### src/design/mivd_pkg.sv
// Shared types, constants and sizing for the Manchester interval word decoder.
package mivd_pkg;

   // Number of data bits in one word.
   localparam int WORD_BITS = 16;

   // Width of the data bit counter; it must hold WORD_BITS itself.
   localparam int BitCntW = $clog2(WORD_BITS + 1);
   localparam logic [BitCntW-1:0] WordBitsCnt = BitCntW'(WORD_BITS);

   // Widths of the fixed fields.
   localparam int IntervalW = 10;
   localparam int WordOutW  = 16;

   // Interval class limits, in percent of one bit period.
   localparam logic [IntervalW-1:0] LenMinExcl   = IntervalW'(25);
   localparam logic [IntervalW-1:0] LenMax       = IntervalW'(225);
   localparam logic [IntervalW-1:0] HalfMax      = IntervalW'(75);
   localparam logic [IntervalW-1:0] FullMax      = IntervalW'(125);
   localparam logic [IntervalW-1:0] SyncShortMax = IntervalW'(175);

   // Status codes reported with each result.
   typedef enum logic [2:0] {
      ST_WAIT       = 3'd0,
      ST_SYNC       = 3'd1,
      ST_HANDLE     = 3'd2,
      ST_CHECK      = 3'd3,
      ST_READY      = 3'd4,
      ST_ERR_LEN    = 3'd5,
      ST_ERR_STRUCT = 3'd6
   } status_code_type;

   // One result as it leaves the decode logic.
   typedef struct packed {
      status_code_type     status;
      logic [WordOutW-1:0] word_out;
      logic                is_command;
   } result_type;

endpackage

### src/design/mivd_req_if.sv
// Request channel: one edge-to-edge interval per request.
interface mivd_req_if;
   logic                           valid;
   logic                           ready;
   logic [mivd_pkg::IntervalW-1:0] interval_pct;

   modport source (output valid, output interval_pct, input ready);
   modport sink   (input valid, input interval_pct, output ready);
endinterface

### src/design/mivd_rsp_if.sv
// Result channel: status, last completed word and its type.
interface mivd_rsp_if;
   logic                          valid;
   logic                          ready;
   mivd_pkg::status_code_type     status;
   logic [mivd_pkg::WordOutW-1:0] word_out;
   logic                          is_command;

   modport source (output valid, output status, output word_out, output is_command,
                   input ready);
   modport sink   (input valid, input status, input word_out, input is_command,
                   output ready);
endinterface

### src/design/mivd_csr_if.sv
// Configuration write channel carrying the parity seed.
interface mivd_csr_if;
   logic valid;
   logic ready;
   logic parity_seed;

   modport source (output valid, output parity_seed, input ready);
   modport sink   (input valid, input parity_seed, output ready);
endinterface

### src/design/mivd_core.sv
// Decoder state and the single-pass interval classification and word assembly.
module mivd_core (
   input  logic                                clock,
   input  logic                                reset,
   input  logic                                step_en,
   input  logic [mivd_pkg::IntervalW-1:0]      interval_pct,
   input  logic                                parity_seed,
   output mivd_pkg::result_type                result
);

   localparam int W  = mivd_pkg::WORD_BITS;
   localparam int CW = mivd_pkg::BitCntW;

   // Decoder state.
   logic          line_level_ff,   line_level_in;
   logic [CW-1:0] bit_count_ff,    bit_count_in;
   logic [1:0]    half_count_ff,   half_count_in;
   logic [W-1:0]  shift_word_ff,   shift_word_in;
   logic          type_pending_ff, type_pending_in;
   logic          parity_acc_ff,   parity_acc_in;
   logic          in_word_ff,      in_word_in;
   logic [W-1:0]  held_word_ff,    held_word_in;
   logic          held_type_ff,    held_type_in;

   logic [2:0]    halves;
   logic          level_t;
   logic [W:0]    shifted;
   logic [W+mivd_pkg::WordOutW-1:0] held_ext;
   mivd_pkg::status_code_type status;

   // Classify the interval and work out the next state and the status.
   always_comb begin
      level_t         = ~line_level_ff;
      line_level_in   = level_t;
      bit_count_in    = bit_count_ff;
      half_count_in   = half_count_ff;
      shift_word_in   = shift_word_ff;
      type_pending_in = type_pending_ff;
      parity_acc_in   = parity_acc_ff;
      in_word_in      = in_word_ff;
      held_word_in    = held_word_ff;
      held_type_in    = held_type_ff;
      halves          = 3'd0;
      shifted         = {shift_word_ff, level_t};
      status          = mivd_pkg::ST_WAIT;

      if (interval_pct <= mivd_pkg::LenMinExcl || interval_pct > mivd_pkg::LenMax) begin
         // Out of range: drop any word in progress.
         bit_count_in  = '0;
         half_count_in = 2'd0;
         in_word_in    = 1'b0;
         status        = mivd_pkg::ST_ERR_LEN;
      end else begin
         if (interval_pct <= mivd_pkg::HalfMax) begin
            halves = {1'b0, half_count_ff} + 3'd1;
         end else if (interval_pct <= mivd_pkg::FullMax) begin
            halves = {1'b0, half_count_ff} + 3'd2;
         end else begin
            // Sync pulse opens a new word.
            in_word_in      = 1'b1;
            shift_word_in   = '0;
            parity_acc_in   = parity_seed;
            bit_count_in    = '0;
            halves          = (interval_pct <= mivd_pkg::SyncShortMax) ? 3'd1 : 3'd2;
            type_pending_in = ~level_t;
         end

         if (halves >= 3'd3) begin
            // Three or more half bits in a row break the Manchester structure.
            bit_count_in  = '0;
            half_count_in = 2'd0;
            in_word_in    = 1'b0;
            status        = mivd_pkg::ST_ERR_STRUCT;
         end else begin
            half_count_in = halves[1:0];
            if (!in_word_in) begin
               status = mivd_pkg::ST_WAIT;
            end else if (halves[1:0] == 2'd2 && bit_count_in >= mivd_pkg::WordBitsCnt) begin
               // Final half: complete the word and fix a reversed polarity.
               held_word_in    = shift_word_in;
               held_type_in    = type_pending_in;
               shift_word_in   = '0;
               type_pending_in = 1'b0;
               bit_count_in    = '0;
               half_count_in   = 2'd0;
               in_word_in      = 1'b0;
               if (level_t != parity_acc_in) begin
                  line_level_in = ~level_t;
                  held_word_in  = ~held_word_in;
                  held_type_in  = ~held_type_in;
               end
               status = mivd_pkg::ST_READY;
            end else begin
               if (halves[1:0] == 2'd2) begin
                  // A full bit cell: shift in the level at its end.
                  shift_word_in = shifted[W-1:0];
                  parity_acc_in = parity_acc_in ^ level_t;
                  bit_count_in  = bit_count_in + CW'(1);
                  half_count_in = 2'd0;
               end
               status = (bit_count_in < mivd_pkg::WordBitsCnt) ? mivd_pkg::ST_HANDLE
                                                               : mivd_pkg::ST_CHECK;
            end
         end
      end
   end

   // Result fields follow the updated held word and type.
   assign held_ext          = {{mivd_pkg::WordOutW{1'b0}}, held_word_in};
   assign result.status     = status;
   assign result.word_out   = held_ext[mivd_pkg::WordOutW-1:0];
   assign result.is_command = held_type_in;

   // State update once per accepted interval.
   always_ff @(posedge clock) begin
      if (reset) begin
         line_level_ff   <= 1'b0;
         bit_count_ff    <= '0;
         half_count_ff   <= 2'd0;
         shift_word_ff   <= '0;
         type_pending_ff <= 1'b0;
         parity_acc_ff   <= 1'b0;
         in_word_ff      <= 1'b0;
         held_word_ff    <= '0;
         held_type_ff    <= 1'b0;
      end else if (step_en) begin
         line_level_ff   <= line_level_in;
         bit_count_ff    <= bit_count_in;
         half_count_ff   <= half_count_in;
         shift_word_ff   <= shift_word_in;
         type_pending_ff <= type_pending_in;
         parity_acc_ff   <= parity_acc_in;
         in_word_ff      <= in_word_in;
         held_word_ff    <= held_word_in;
         held_type_ff    <= held_type_in;
      end
   end

endmodule

### src/design/manchester_interval_word_decoder_top.sv
// Top level of the Manchester interval word decoder with its request and result registers.
//
// The decoder takes one line edge-to-edge interval per request, in percent of a bit period,
// and answers every request with exactly one result: a status code, the last completed
// 16-bit word and its command/data type. A sync pulse opens a word, sixteen full bit cells
// follow, and on the last half the parity is checked; a mismatch means reversed line
// polarity and inverts the word and its type. The user must write the parity seed
// (reset 1) through the configuration channel only while the decoder is idle; the block
// does not enforce this. Throughput is one request per clock while results are taken:
// the classification and state update form a single short pass from the request register
// to the result register. The request register takes a new request while a result
// waits to be taken, as long as it is itself empty.
module manchester_interval_word_decoder_top (
   input  logic       clock,
   input  logic       reset,
   mivd_req_if.sink   req_bus,
   mivd_rsp_if.source rsp_bus,
   mivd_csr_if.sink   csr_bus
);

   logic                           parity_seed_ff, parity_seed_in;
   logic                           in_valid_ff,    in_valid_in;
   logic [mivd_pkg::IntervalW-1:0] in_interval_ff, in_interval_in;
   logic                           out_valid_ff,   out_valid_in;
   mivd_pkg::result_type           out_result_ff,  out_result_in;
   mivd_pkg::result_type           step_result;
   logic                           advance;
   logic                           req_take;

   // Configuration register, always ready.
   assign csr_bus.ready  = 1'b1;
   assign parity_seed_in = (csr_bus.valid) ? csr_bus.parity_seed : parity_seed_ff;

   // Handshakes between the request register and the result register.
   assign advance       = in_valid_ff && (!out_valid_ff || rsp_bus.ready);
   assign req_bus.ready = !in_valid_ff || advance;
   assign req_take      = req_bus.valid && req_bus.ready;

   assign in_valid_in    = req_take || (in_valid_ff && !advance);
   assign in_interval_in = req_take ? req_bus.interval_pct : in_interval_ff;
   assign out_valid_in   = advance || (out_valid_ff && !rsp_bus.ready);
   assign out_result_in  = advance ? step_result : out_result_ff;

   // Decode logic and state.
   mivd_core u_core (
      .clock        (clock),
      .reset        (reset),
      .step_en      (advance),
      .interval_pct (in_interval_ff),
      .parity_seed  (parity_seed_ff),
      .result       (step_result)
   );

   // Control registers.
   always_ff @(posedge clock) begin
      if (reset) begin
         parity_seed_ff <= 1'b1;
         in_valid_ff    <= 1'b0;
         out_valid_ff   <= 1'b0;
      end else begin
         parity_seed_ff <= parity_seed_in;
         in_valid_ff    <= in_valid_in;
         out_valid_ff   <= out_valid_in;
      end
   end

   // Payload registers.
   always_ff @(posedge clock) begin
      in_interval_ff <= in_interval_in;
      out_result_ff  <= out_result_in;
   end

   // Result channel outputs.
   assign rsp_bus.valid      = out_valid_ff;
   assign rsp_bus.status     = out_result_ff.status;
   assign rsp_bus.word_out   = out_result_ff.word_out;
   assign rsp_bus.is_command = out_result_ff.is_command;

endmodule

### src/flat_wrapper.sv
// flat-port wrapper written by rule: the top's interface ports become plain ports
module manchester_interval_word_decoder_top_flat 
  (clock, reset, req_bus_valid, req_bus_interval_pct, req_bus_ready, rsp_bus_valid, rsp_bus_status, rsp_bus_word_out, rsp_bus_is_command, rsp_bus_ready, csr_bus_valid, csr_bus_parity_seed, csr_bus_ready);
  mivd_req_if req_bus_i ();
  mivd_rsp_if rsp_bus_i ();
  mivd_csr_if csr_bus_i ();
  input  logic clock;
  input  logic reset;
  input wire logic [$bits(req_bus_i.valid)-1:0] req_bus_valid;
  input wire logic [$bits(req_bus_i.interval_pct)-1:0] req_bus_interval_pct;
  output wire logic [$bits(req_bus_i.ready)-1:0] req_bus_ready;
  output wire logic [$bits(rsp_bus_i.valid)-1:0] rsp_bus_valid;
  output wire logic [$bits(rsp_bus_i.status)-1:0] rsp_bus_status;
  output wire logic [$bits(rsp_bus_i.word_out)-1:0] rsp_bus_word_out;
  output wire logic [$bits(rsp_bus_i.is_command)-1:0] rsp_bus_is_command;
  input wire logic [$bits(rsp_bus_i.ready)-1:0] rsp_bus_ready;
  input wire logic [$bits(csr_bus_i.valid)-1:0] csr_bus_valid;
  input wire logic [$bits(csr_bus_i.parity_seed)-1:0] csr_bus_parity_seed;
  output wire logic [$bits(csr_bus_i.ready)-1:0] csr_bus_ready;
  assign req_bus_i.valid = req_bus_valid;
  assign req_bus_i.interval_pct = req_bus_interval_pct;
  assign req_bus_ready = req_bus_i.ready;
  assign rsp_bus_valid = rsp_bus_i.valid;
  assign rsp_bus_status = rsp_bus_i.status;
  assign rsp_bus_word_out = rsp_bus_i.word_out;
  assign rsp_bus_is_command = rsp_bus_i.is_command;
  assign rsp_bus_i.ready = rsp_bus_ready;
  assign csr_bus_i.valid = csr_bus_valid;
  assign csr_bus_i.parity_seed = csr_bus_parity_seed;
  assign csr_bus_ready = csr_bus_i.ready;
  manchester_interval_word_decoder_top u_core (.clock(clock), .reset(reset), .req_bus(req_bus_i), .rsp_bus(rsp_bus_i), .csr_bus(csr_bus_i));
endmodule
### config.mk
export PLATFORM = sky130hd
export DESIGN_NAME = manchester_interval_word_decoder_top_flat
export DESIGN_NICKNAME = d
export VERILOG_FILES = /design/src/design/mivd_pkg.sv /design/src/design/mivd_req_if.sv /design/src/design/mivd_rsp_if.sv /design/src/design/mivd_csr_if.sv /design/src/design/mivd_core.sv /design/src/design/manchester_interval_word_decoder_top.sv /design/src/flat_wrapper.sv
export SDC_FILE = /design/constraint.sdc
export NUM_CORES = 1
export LEC_CHECK = 0
export BUFFER_PORTS_ARGS = -buffer_cell sky130_fd_sc_hd__buf_2
export CAP_MARGIN = 15
export CORE_MARGIN = 1
export CORE_UTILIZATION = 39
export DETAILED_ROUTE_END_ITERATION = 7
export PLACE_DENSITY = 0.58
export SLEW_MARGIN = 10
export SYNTH_ARGS = -nofsm -noshare
export SYNTH_HDL_FRONTEND = slang
export SYNTH_SLANG_ARGS = --single-unit
### constraint.sdc
create_clock -name clock -period 2.99 [get_ports clock]
set_clock_uncertainty 0.05 [all_clocks]
set_input_delay 0.1495 -clock clock [delete_from_list [all_inputs] [get_ports clock]]
set_output_delay 0.1495 -clock clock [all_outputs]
set_load 0.1 [all_outputs]
== After elaboration in Yosys (flattened, before gate mapping) ==
Cells that the tools add are included.

* Equality and inequality tests: 3
* Bitwise gates (word level): 5
* Reductions and logical operators: 17
* Magnitude comparators: 8
* $add $sub $neg: 3
* Mux-type cells: 67

{| class="wikitable"
|+ Operator list
! cell !! count
|-
| $mux 16 || 12
|-
| $mux 5 || 12
|-
| $mux 1 || 31
|-
| $le 10x7->1 const B || 2
|-
| $not 16->16 || 1
|-
| $mux 3 || 5
|-
| $mux 2 || 7
|-
| $gt 10x8->1 const B || 1
|-
| $le 10x5->1 const B || 1
|-
| $le 10x8->1 const B || 1
|-
| $add 5x1->5 const B || 1
|-
| $ge 5x5->1 const B || 1
|-
| $logic_and 1x1->1 || 5
|-
| $logic_or 1x1->1 || 5
|-
| $lt 5x5->1 const B || 1
|-
| $ne 5x5->1 const B || 1
|-
| $logic_not 1->1 || 4
|-
| $reduce_and 2->1 || 2
|-
| $add 2x1->3 const B || 1
|-
| $add 2x2->3 const B || 1
|-
| $ge 3x2->1 const B || 1
|-
| $not 1->1 || 3
|-
| $eq 2x2->1 const B || 1
|-
| $reduce_or 2->1 || 1
|-
| other kinds (2) || 2
|}

* Input port bits: 16
* Output and inout bits: 23
* Logic and storage cells: 120
* Register bits: 77

== Longest topological paths before layout ==
Gate-level depths: netlist (run 1).

* Depth after elaboration: 16
* Mapped depth: 10
* Depth with buffers taken out: 8

== Hierarchy ==
A second synthesis (run 1) with hierarchy kept.

* Cell total of the unflattened synthesis: 317
* Area total of the unflattened synthesis: 3,694.8 µm²

{| class="wikitable"
|+ By module, submodules not included
! module !! area an instance (µm²) !! instances !! cells an instance !! seq. area each (µm²)
|-
| mivd_core || 2,643.8 || 1 || 272 || 880.8
|-
| manchester_interval_word_decoder_top || 1,051.0 || 1 || 45 || 960.9
|}

== Worst setup path before layout (run 1) ==
OpenSTA, ideal clock, no wires.

* Path type: reg-to-reg
* Start: register u_core.out_valid_ff (netlist: u_core.rsp_bus.valid)
* End: register u_core.in_interval_ff[1] (netlist bit) (enable)
* Clock period less this slack: 2.661 ns
* Stages on the path, launching flop included: 4
* Setup time: 0.285 ns
* Arrival time: 2.327 ns
* Data required time: 2.655 ns
* Path slack: 0.329 ns
* Path buffers: 0
* Cell sequence: dfxtp_1 -> nor2b_1 -> nand2_1 -> and2_1

* Longest elaborated chain between the ends: 5

{| class="wikitable"
|+ RTL lines
! what !! line !! RTL
|-
| from (decl) || manchester_interval_word_decoder_top.sv:24 || <nowiki>logic out_valid_ff, out_valid_in;</nowiki>
|-
| from (signal assigned) || manchester_interval_word_decoder_top.sv:63 || <nowiki>out_valid_ff <= out_valid_in;</nowiki>
|-
| $logic_not 1->1 || manchester_interval_word_decoder_top.sv:35 || <nowiki>assign advance = in_valid_ff && (!out_valid_ff || rsp_bus.ready);</nowiki>
|-
| $logic_or 1x1->1 || manchester_interval_word_decoder_top.sv:35 ||
|-
| $logic_and 1x1->1 || manchester_interval_word_decoder_top.sv:35 ||
|-
| $logic_or 1x1->1 || manchester_interval_word_decoder_top.sv:36 || <nowiki>assign req_bus.ready = !in_valid_ff || advance;</nowiki>
|-
| named net req_bus_ready || flat_wrapper.sv:11 || <nowiki>output wire logic [$bits(req_bus_i.ready)-1:0] req_bus_ready;</nowiki>
|-
| $logic_and 1x1->1 || manchester_interval_word_decoder_top.sv:37 || <nowiki>assign req_take = req_bus.valid && req_bus.ready;</nowiki>
|-
| named net u_core.req_take || manchester_interval_word_decoder_top.sv:28 || <nowiki>logic req_take;</nowiki>
|-
| to (signal assigned) || manchester_interval_word_decoder_top.sv:69 || <nowiki>in_interval_ff <= in_interval_in;</nowiki>
|-
| to (decl) || manchester_interval_word_decoder_top.sv:23 || <nowiki>logic [mivd_pkg::IntervalW-1:0] in_interval_ff, in_interval_in;</nowiki>
|}

The timed path passes the listed nets, and every way through them passes these cells.
A chain may end at the register's enable or synchronous reset.

== Worst setup path in the final report (run 1) ==
* Start: register u_core.in_interval_ff[5] (netlist bit)
* End: register u_core.u_core.bit_count_ff[0]

* Longest elaborated chain between the ends: 15
* Elaborated cells on any way between the ends: 30
* Classes of those cells: 1 x add/sub; 7 x order compare; 1 x eq/ne; 19 x mux; 2 x reduce/logical

{| class="wikitable"
|+ RTL lines
! what !! line !! RTL
|-
| branches (longest 14 deep; another with $le 10x7->1) || n/a ||
|-
| $mux 5 (*) || mivd_core.sv:47 || <nowiki>if (interval_pct <= mivd_pkg::LenMinExcl || interval_pct > mivd_pkg::LenMax) begin</nowiki>
|-
| to (signal assigned) || mivd_core.sv:128 || <nowiki>bit_count_ff <= bit_count_in;</nowiki>
|-
| to (decl) || mivd_core.sv:16 || <nowiki>logic [CW-1:0] bit_count_ff, bit_count_in;</nowiki>
|}

Mark *: on every way between the ends. The select of a mux whose other input is x is not followed.

==> out/qor.yml, run 1 <==
status: "finished, final reports clean"
startpoint: "u_core.in_interval_ff[5]"
cts_resized: 0
tns_ns: 0
total_power_w: 0.00225
place_congestion: 0.903
synth.distinct_cells: 59
post-dp-hpwl_mm: 6.78
cp-end-kind: "flip-flop"
power.share.clock_pct: 32.9
met3_usage_pct: 3.71
worst_ep_arrival_time_ns: 2.91
clock_sinks: 76
path_max_fanout: 13
hp-start: "rsp_bus_ready"
die-area_um2: 11200
drv_slew: 0
ant_nets: 0
cts.clk_slew.worst_paths_ns: 0.08
cts_made_buffers: 9
syn_area_um2: 4200
rows: 37
yosys-top-cells-area: "dfxtp_1, edfxtp_1, xnor3_1"
fin_area_um2: 4780
yosysTopAreaCell: "dfxtp_1"
worstSetupPathType: "reg2reg"
coreArea_um2: 10400
synth_cells: 411
yosysWarnings: 0
drive_above_1_share_pct: 20.6
yosysTopAreaCellShare_pct: 22.4
synth-seq-area-share_pct: 43.2
routed_wl_mm: 10.0
rsz0062_at_grt: "no"
drtPass1Iterations: 4
place_area_um2: 4480
grt_start_max_net_pins: 39
fmax_mhz: 370
hold_slack_ns: 0.0532
power_frac_seq_pct: 49.9
fp.dieH_um: 106
hold_path_class: "in2reg"
fin_ws_ns: 0.286
io_buffers: 36
dp_slack_ns: 0.277
required_ns: 3.20
synth-edff-count: 29
timing.rr.start: "u_core.in_interval_ff[5]"
finalCritPeriodShare_pct: 90.4
powerDensity_nw_per_um2: 471
synth_nets: 429
die_w_um: 106
grtUsageMet2_pct: 32.4
vias: 3422
area.growth.synth_to_final_pct: 14.0
share_comb_of_total_power_pct: 17.2
cts_tree: "yes"
avgSynthCellArea_um2: 10.2
finalHoldViolCount: 0
drtIter0Drc: 203
slew_headroom_pct: 54.7
grt_pass1_wl_mm: 16.8
drc: 0
top_usage_layer: "met2"
clockBufferDepth: 2
via_per_inst: 5.77
p_leak_nw: 1.82
diodes: 0
async_flop_share_pct: 0
grt_overflow: 0
ir_drop_uv: 303
p_int_w: 0.00155
worst_pin_slew_ns: 0.678
io_pins: 39
wl_per_cell_um: 16.9
cts_setup_buffers: 0
setup_violations: 0
synth_most_common_cell: "dfxtp_1"
drv_cap: 0
p_switching_w: 0.000704
clk_latency_ns: 0.36
synth_commonest_cells: "dfxtp_1, nand2_1, nand3_1, edfxtp_1, a21oi_1"
ys_ff_latch: 76
yosys_most_used_dff: "dfxtp_1"
cp-start-kind: "flip-flop"
antenna_found_initial: 0
htree_levels: 3
gr-usage-all-layers_pct: 19.1
grt_pass1_vias: 3332
layout.nets: 470
initial_utilization_pct: 40.5
cts-root-buf: "clkbuf_8"
grtUsageMet1_pct: 23.9
swShare_pct: 31.3
period_needed_ns: 2.70
-- cells by family (layout without fill, tap and decap cells) --
group | Yosys count | after routing | share of synthesized area, %
simple gates | 143 | 143 | 17.4
xor+xnor | 18 | 18 | 9.01
other cells | 1 | 1 | 0.0894
compound gates | 110 | 110 | 19.1
fa+ha+maj | 2 | 2 | 0.596
buf+inv | 39 | 85 | 4.83
flops | 76 | 76 | 43.2
mux | 22 | 22 | 5.76
-- power groups by stage --
stage / Sequential (W) / Combinational (W) / Clock, W
after floorplan: 0.00124 / 0.000207 / 0
after global placement: 0.00115 / 0.000371 / 0
after detailed placement: 0.00115 / 0.000374 / 0
after CTS: 0.00112 / 0.000387 / 0.000769
after global routing: 0.00113 / 0.000408 / 0.000802
final: 0.00112 / 0.000387 / 0.000742
-- routing by layer --
metal	wire, µm	up-vias
li1	-	1654
met1	4470	1676
met2	5010	74
met3	350	18
met4	220	0
met5	0	-
-- timing repair --
action | CTS | global route
setup endpoints to repair | 0 | 0
hold buffers | 12 | 0
hold endpoints to repair | 11 | 0
-- sequential cells by signal (all words and copies together) (netlist names) --
signal / flops
u_core.u_core.in_word_ff: 1
u_core.in_interval_ff: 9
u_core.rsp_bus.status: 3
u_core.u_core.parity_acc_ff: 1
u_core.rsp_bus.is_command: 1
u_core.in_valid_ff: 1
u_core.rsp_bus.valid: 1
u_core.u_core.shift_word_ff: 16
u_core.parity_seed_ff: 1
u_core.u_core.held_type_ff: 1
u_core.u_core.line_level_ff: 1
u_core.u_core.bit_count_ff: 5
u_core.rsp_bus.word_out: 16
u_core.u_core.half_count_ff: 2
u_core.u_core.held_word_ff: 16
u_core.u_core.type_pending_ff: 1
-- worst max-delay path: stages, from the launching register on --
cell,delay (ns)
edfxtp_1,0.49
a21o_1,0.22
a21boi_1,0.45
o311a_1,0.58
nor2_1,0.23
a31o_2,0.28
o41ai_1,0.33
-- placed cells by master (no fill, tap or decap), types with 3 or more instances in the layout --
cell	n
nor3_1	3
edfxtp_1	29
o21ai_1	3
o31ai_1	20
xnor3_1	16
o211a_1	3
mux2_1	4
nand2_1	43
and2_1	8
mux2_2	13
o211ai_1	21
a31oi_1	6
o32ai_1	3
nand3_1	33
buf_2	36
dfxtp_1	47
a21oi_1	25
nand4_1	21
mux2i_1	4
inv_1	6
and3_1	3
o21ai_0	8
nor4_1	4
nor2_1	14
buf_4	15
clkbuf_8	9
dlygate4sd3_1	12
-- through the flow --
| stage | std cells | util [%] |
|---|---|---|
| floorplan | 411 | - |
| global placement | 565 | 43.2 |
| detailed placement | 565 | 43.2 |
| CTS | 593 | 46.1 |
| global route | 593 | 46.1 |
| finish | 593 | 46.1 |
-- final cells by class --
cell class / instances / area, µm²
sequential: 76 / 1810
clock inverter: 7 / 58.8
tap: 136 / 170
clock buffer: 9 / 124
fill: 1005 / 5590
timing repair buffer: 63 / 413
inverter: 6 / 22.5
multi-input combinational: 296 / 2180
-- final timing paths --
path,to,slack [ns],cells past startpoint
setup / recovery,u_core.u_core.bit_count_ff[0],0.29,6
hold / removal,u_core.rsp_bus.valid,0.05,4
setup reg to reg,u_core.u_core.bit_count_ff[0],0.29,6
hold reg to reg,u_core.u_core.held_word_ff[3],0.42,2
Note: power is estimated with default switching activity, not from simulation.
==> run 2, diff against run 1 <==
Settings changed: PLACE_DENSITY 0.58 to 0.54.
==> run 2 against run 1 <==
Compared with the run above: non-clock buffer count is the same; clock-buffer cell count is the same; final cell count is the same; global-route usage grew 0.18 points; die area is the same; critical path type unchanged; largest cell class unchanged; largest power group unchanged.
==> out/qor.yml, run 2 (synthesis results as in run 1) <==
ant_nets: 0
timing.rr.start: "u_core.in_interval_ff[5]"
tns_ns: 0
drv_cap: 0
share_comb_of_total_power_pct: 15.6
swShare_pct: 27.8
routed_wl_mm: 10.1
slew_headroom_pct: 56.5
finalCritPeriodShare_pct: 90.9
cts_made_buffers: 9
p_leak_nw: 1.86
drv_slew: 0
drive_above_1_share_pct: 20.6
htree_levels: 3
cts_resized: 0
drtIter0Drc: 177
power.share.clock_pct: 39.2
grt_pass1_wl_mm: 17.0
cts.clk_slew.worst_paths_ns: 0.08
antenna_found_initial: 0
grt_pass1_vias: 3336
p_switching_w: 0.000692
hold_path_class: "in2reg"
place_congestion: 0.891
clockBufferDepth: 2
finalHoldViolCount: 0
period_needed_ns: 2.72
p_int_w: 0.00180
worst_ep_arrival_time_ns: 2.77
clock_sinks: 76
status: "finished, final reports clean"
powerDensity_nw_per_um2: 512
path_max_fanout: 17
vias: 3392
via_per_inst: 5.72
drc: 0
startpoint: "u_core.in_interval_ff[5]"
fp.dieH_um: 106
cp-start-kind: "flip-flop"
cp-end-kind: "flip-flop"
endpoint: "u_core.rsp_bus.word_out[7]"
worstSetupPathType: "reg2reg"
initial_utilization_pct: 40.5
clk_latency_ns: 0.36
rsz0062_at_grt: "no"
r2r_setup_slack_ns: 0.27
fin_area_um2: 4860
die_w_um: 106
cts_tree: "yes"
hold_slack_ns: 0.0423
die-area_um2: 11200
cts_setup_buffers: 0
rows: 37
power_frac_seq_pct: 45.1
post-dp-hpwl_mm: 6.67
place_area_um2: 4490
grt_start_max_net_pins: 38
layout.nets: 470
fmax_mhz: 368
area.growth.synth_to_final_pct: 15.8
drtPass1Iterations: 4
r2r_cells: 6
gr-usage-all-layers_pct: 19.3
hp-start: "rsp_bus_ready"
worst_pin_slew_ns: 0.652
nFillCells: 1008
grt_overflow: 0
rr_endpoint: "u_core.rsp_bus.word_out[7]"
final_common_cell: "dfxtp_1"
required_ns: 3.04
diodes: 0
setup_violations: 0
coreArea_um2: 10400
cts-root-buf: "clkbuf_8"
wl_per_cell_um: 17.1
io_buffers: 36
io_pins: 39
layout_common_cells: "dfxtp_1, nand2_1, buf_2, nand3_1, edfxtp_1"
ir_drop_uv: 295
## run 2: cell types whose count changed in the layout (fill, tap and decap cells not counted), sizes merged
cell	change
bufinv	+3
inv	-1
clkinvlp	-1
clkinv	-1
## run 2: worst max-delay path: stages (launching register included)
cell and delay, ns:
edfxtp_1 0.49, a21o_1 0.22, a21boi_1 0.47, o311ai_2 0.33
and3_1 0.29, nand2_4 0.23, mux2_2 0.38
## run 2: metrics by stage
stage          power (W)  std cells  worst slack (ns)  util (%)
2_1_floorplan    0.00145        411             0.329         -
3_3_place_gp     0.00152        565             0.330      43.3
3_5_place_dp     0.00153        565             0.275      43.3
4_1_cts          0.00251        593             0.265      46.9
5_1_grt          0.00257        593            0.0982      46.9
6_report         0.00249        593             0.273      46.9
## run 2: routing by layer
layer	vias to the layer above	share of wire (%)	track usage, %
met2	60	51	34.5
met4	0	1.1	4.46
met5	-	0	0
met1	1673	44	23.6
met3	12	3.1	3.96
li1	1647	-	-
## run 2: area by class of cell
type	count	area (µm²)	area share, %
clock buffers	9	124	2.55
clock inverters	7	121	2.50
inverters	6	22.5	0.463
multi-input cells	296	2180	45.0
flip-flops and latches	76	1810	37.3
well taps	136	170	3.50
repair buffers	63	425	8.75
## run 2: worst min path at each step
stage,end,slack (ns),cells past startpoint
2_1_floorplan,u_core.in_interval_ff[1],0.20,0
3_3_place_gp,u_core.in_interval_ff[5],0.28,1
3_5_place_dp,u_core.in_interval_ff[5],0.28,1
4_1_cts,u_core.rsp_bus.valid,0.03,4
5_1_grt,u_core.rsp_bus.valid,0.05,4
6_report,u_core.rsp_bus.valid,0.04,4
## run 2: repair_timing
item / 4_1_cts / 5_1_grt
endpoints found under the hold margin: 11 / 0
setup endpoints to repair: 0 / 0
hold buffers: 12 / 0
## run 2: power groups by stage
stage	sequential [W]	combinational, W	clock [W]
6_report	0.00112	0.000389	0.000976
5_1_grt	0.00113	0.000412	0.00103
4_1_cts	0.00112	0.000392	0.000997
3_5_place_dp	0.00115	0.000379	0
3_3_place_gp	0.00115	0.000377	0
2_1_floorplan	0.00124	0.000207	0
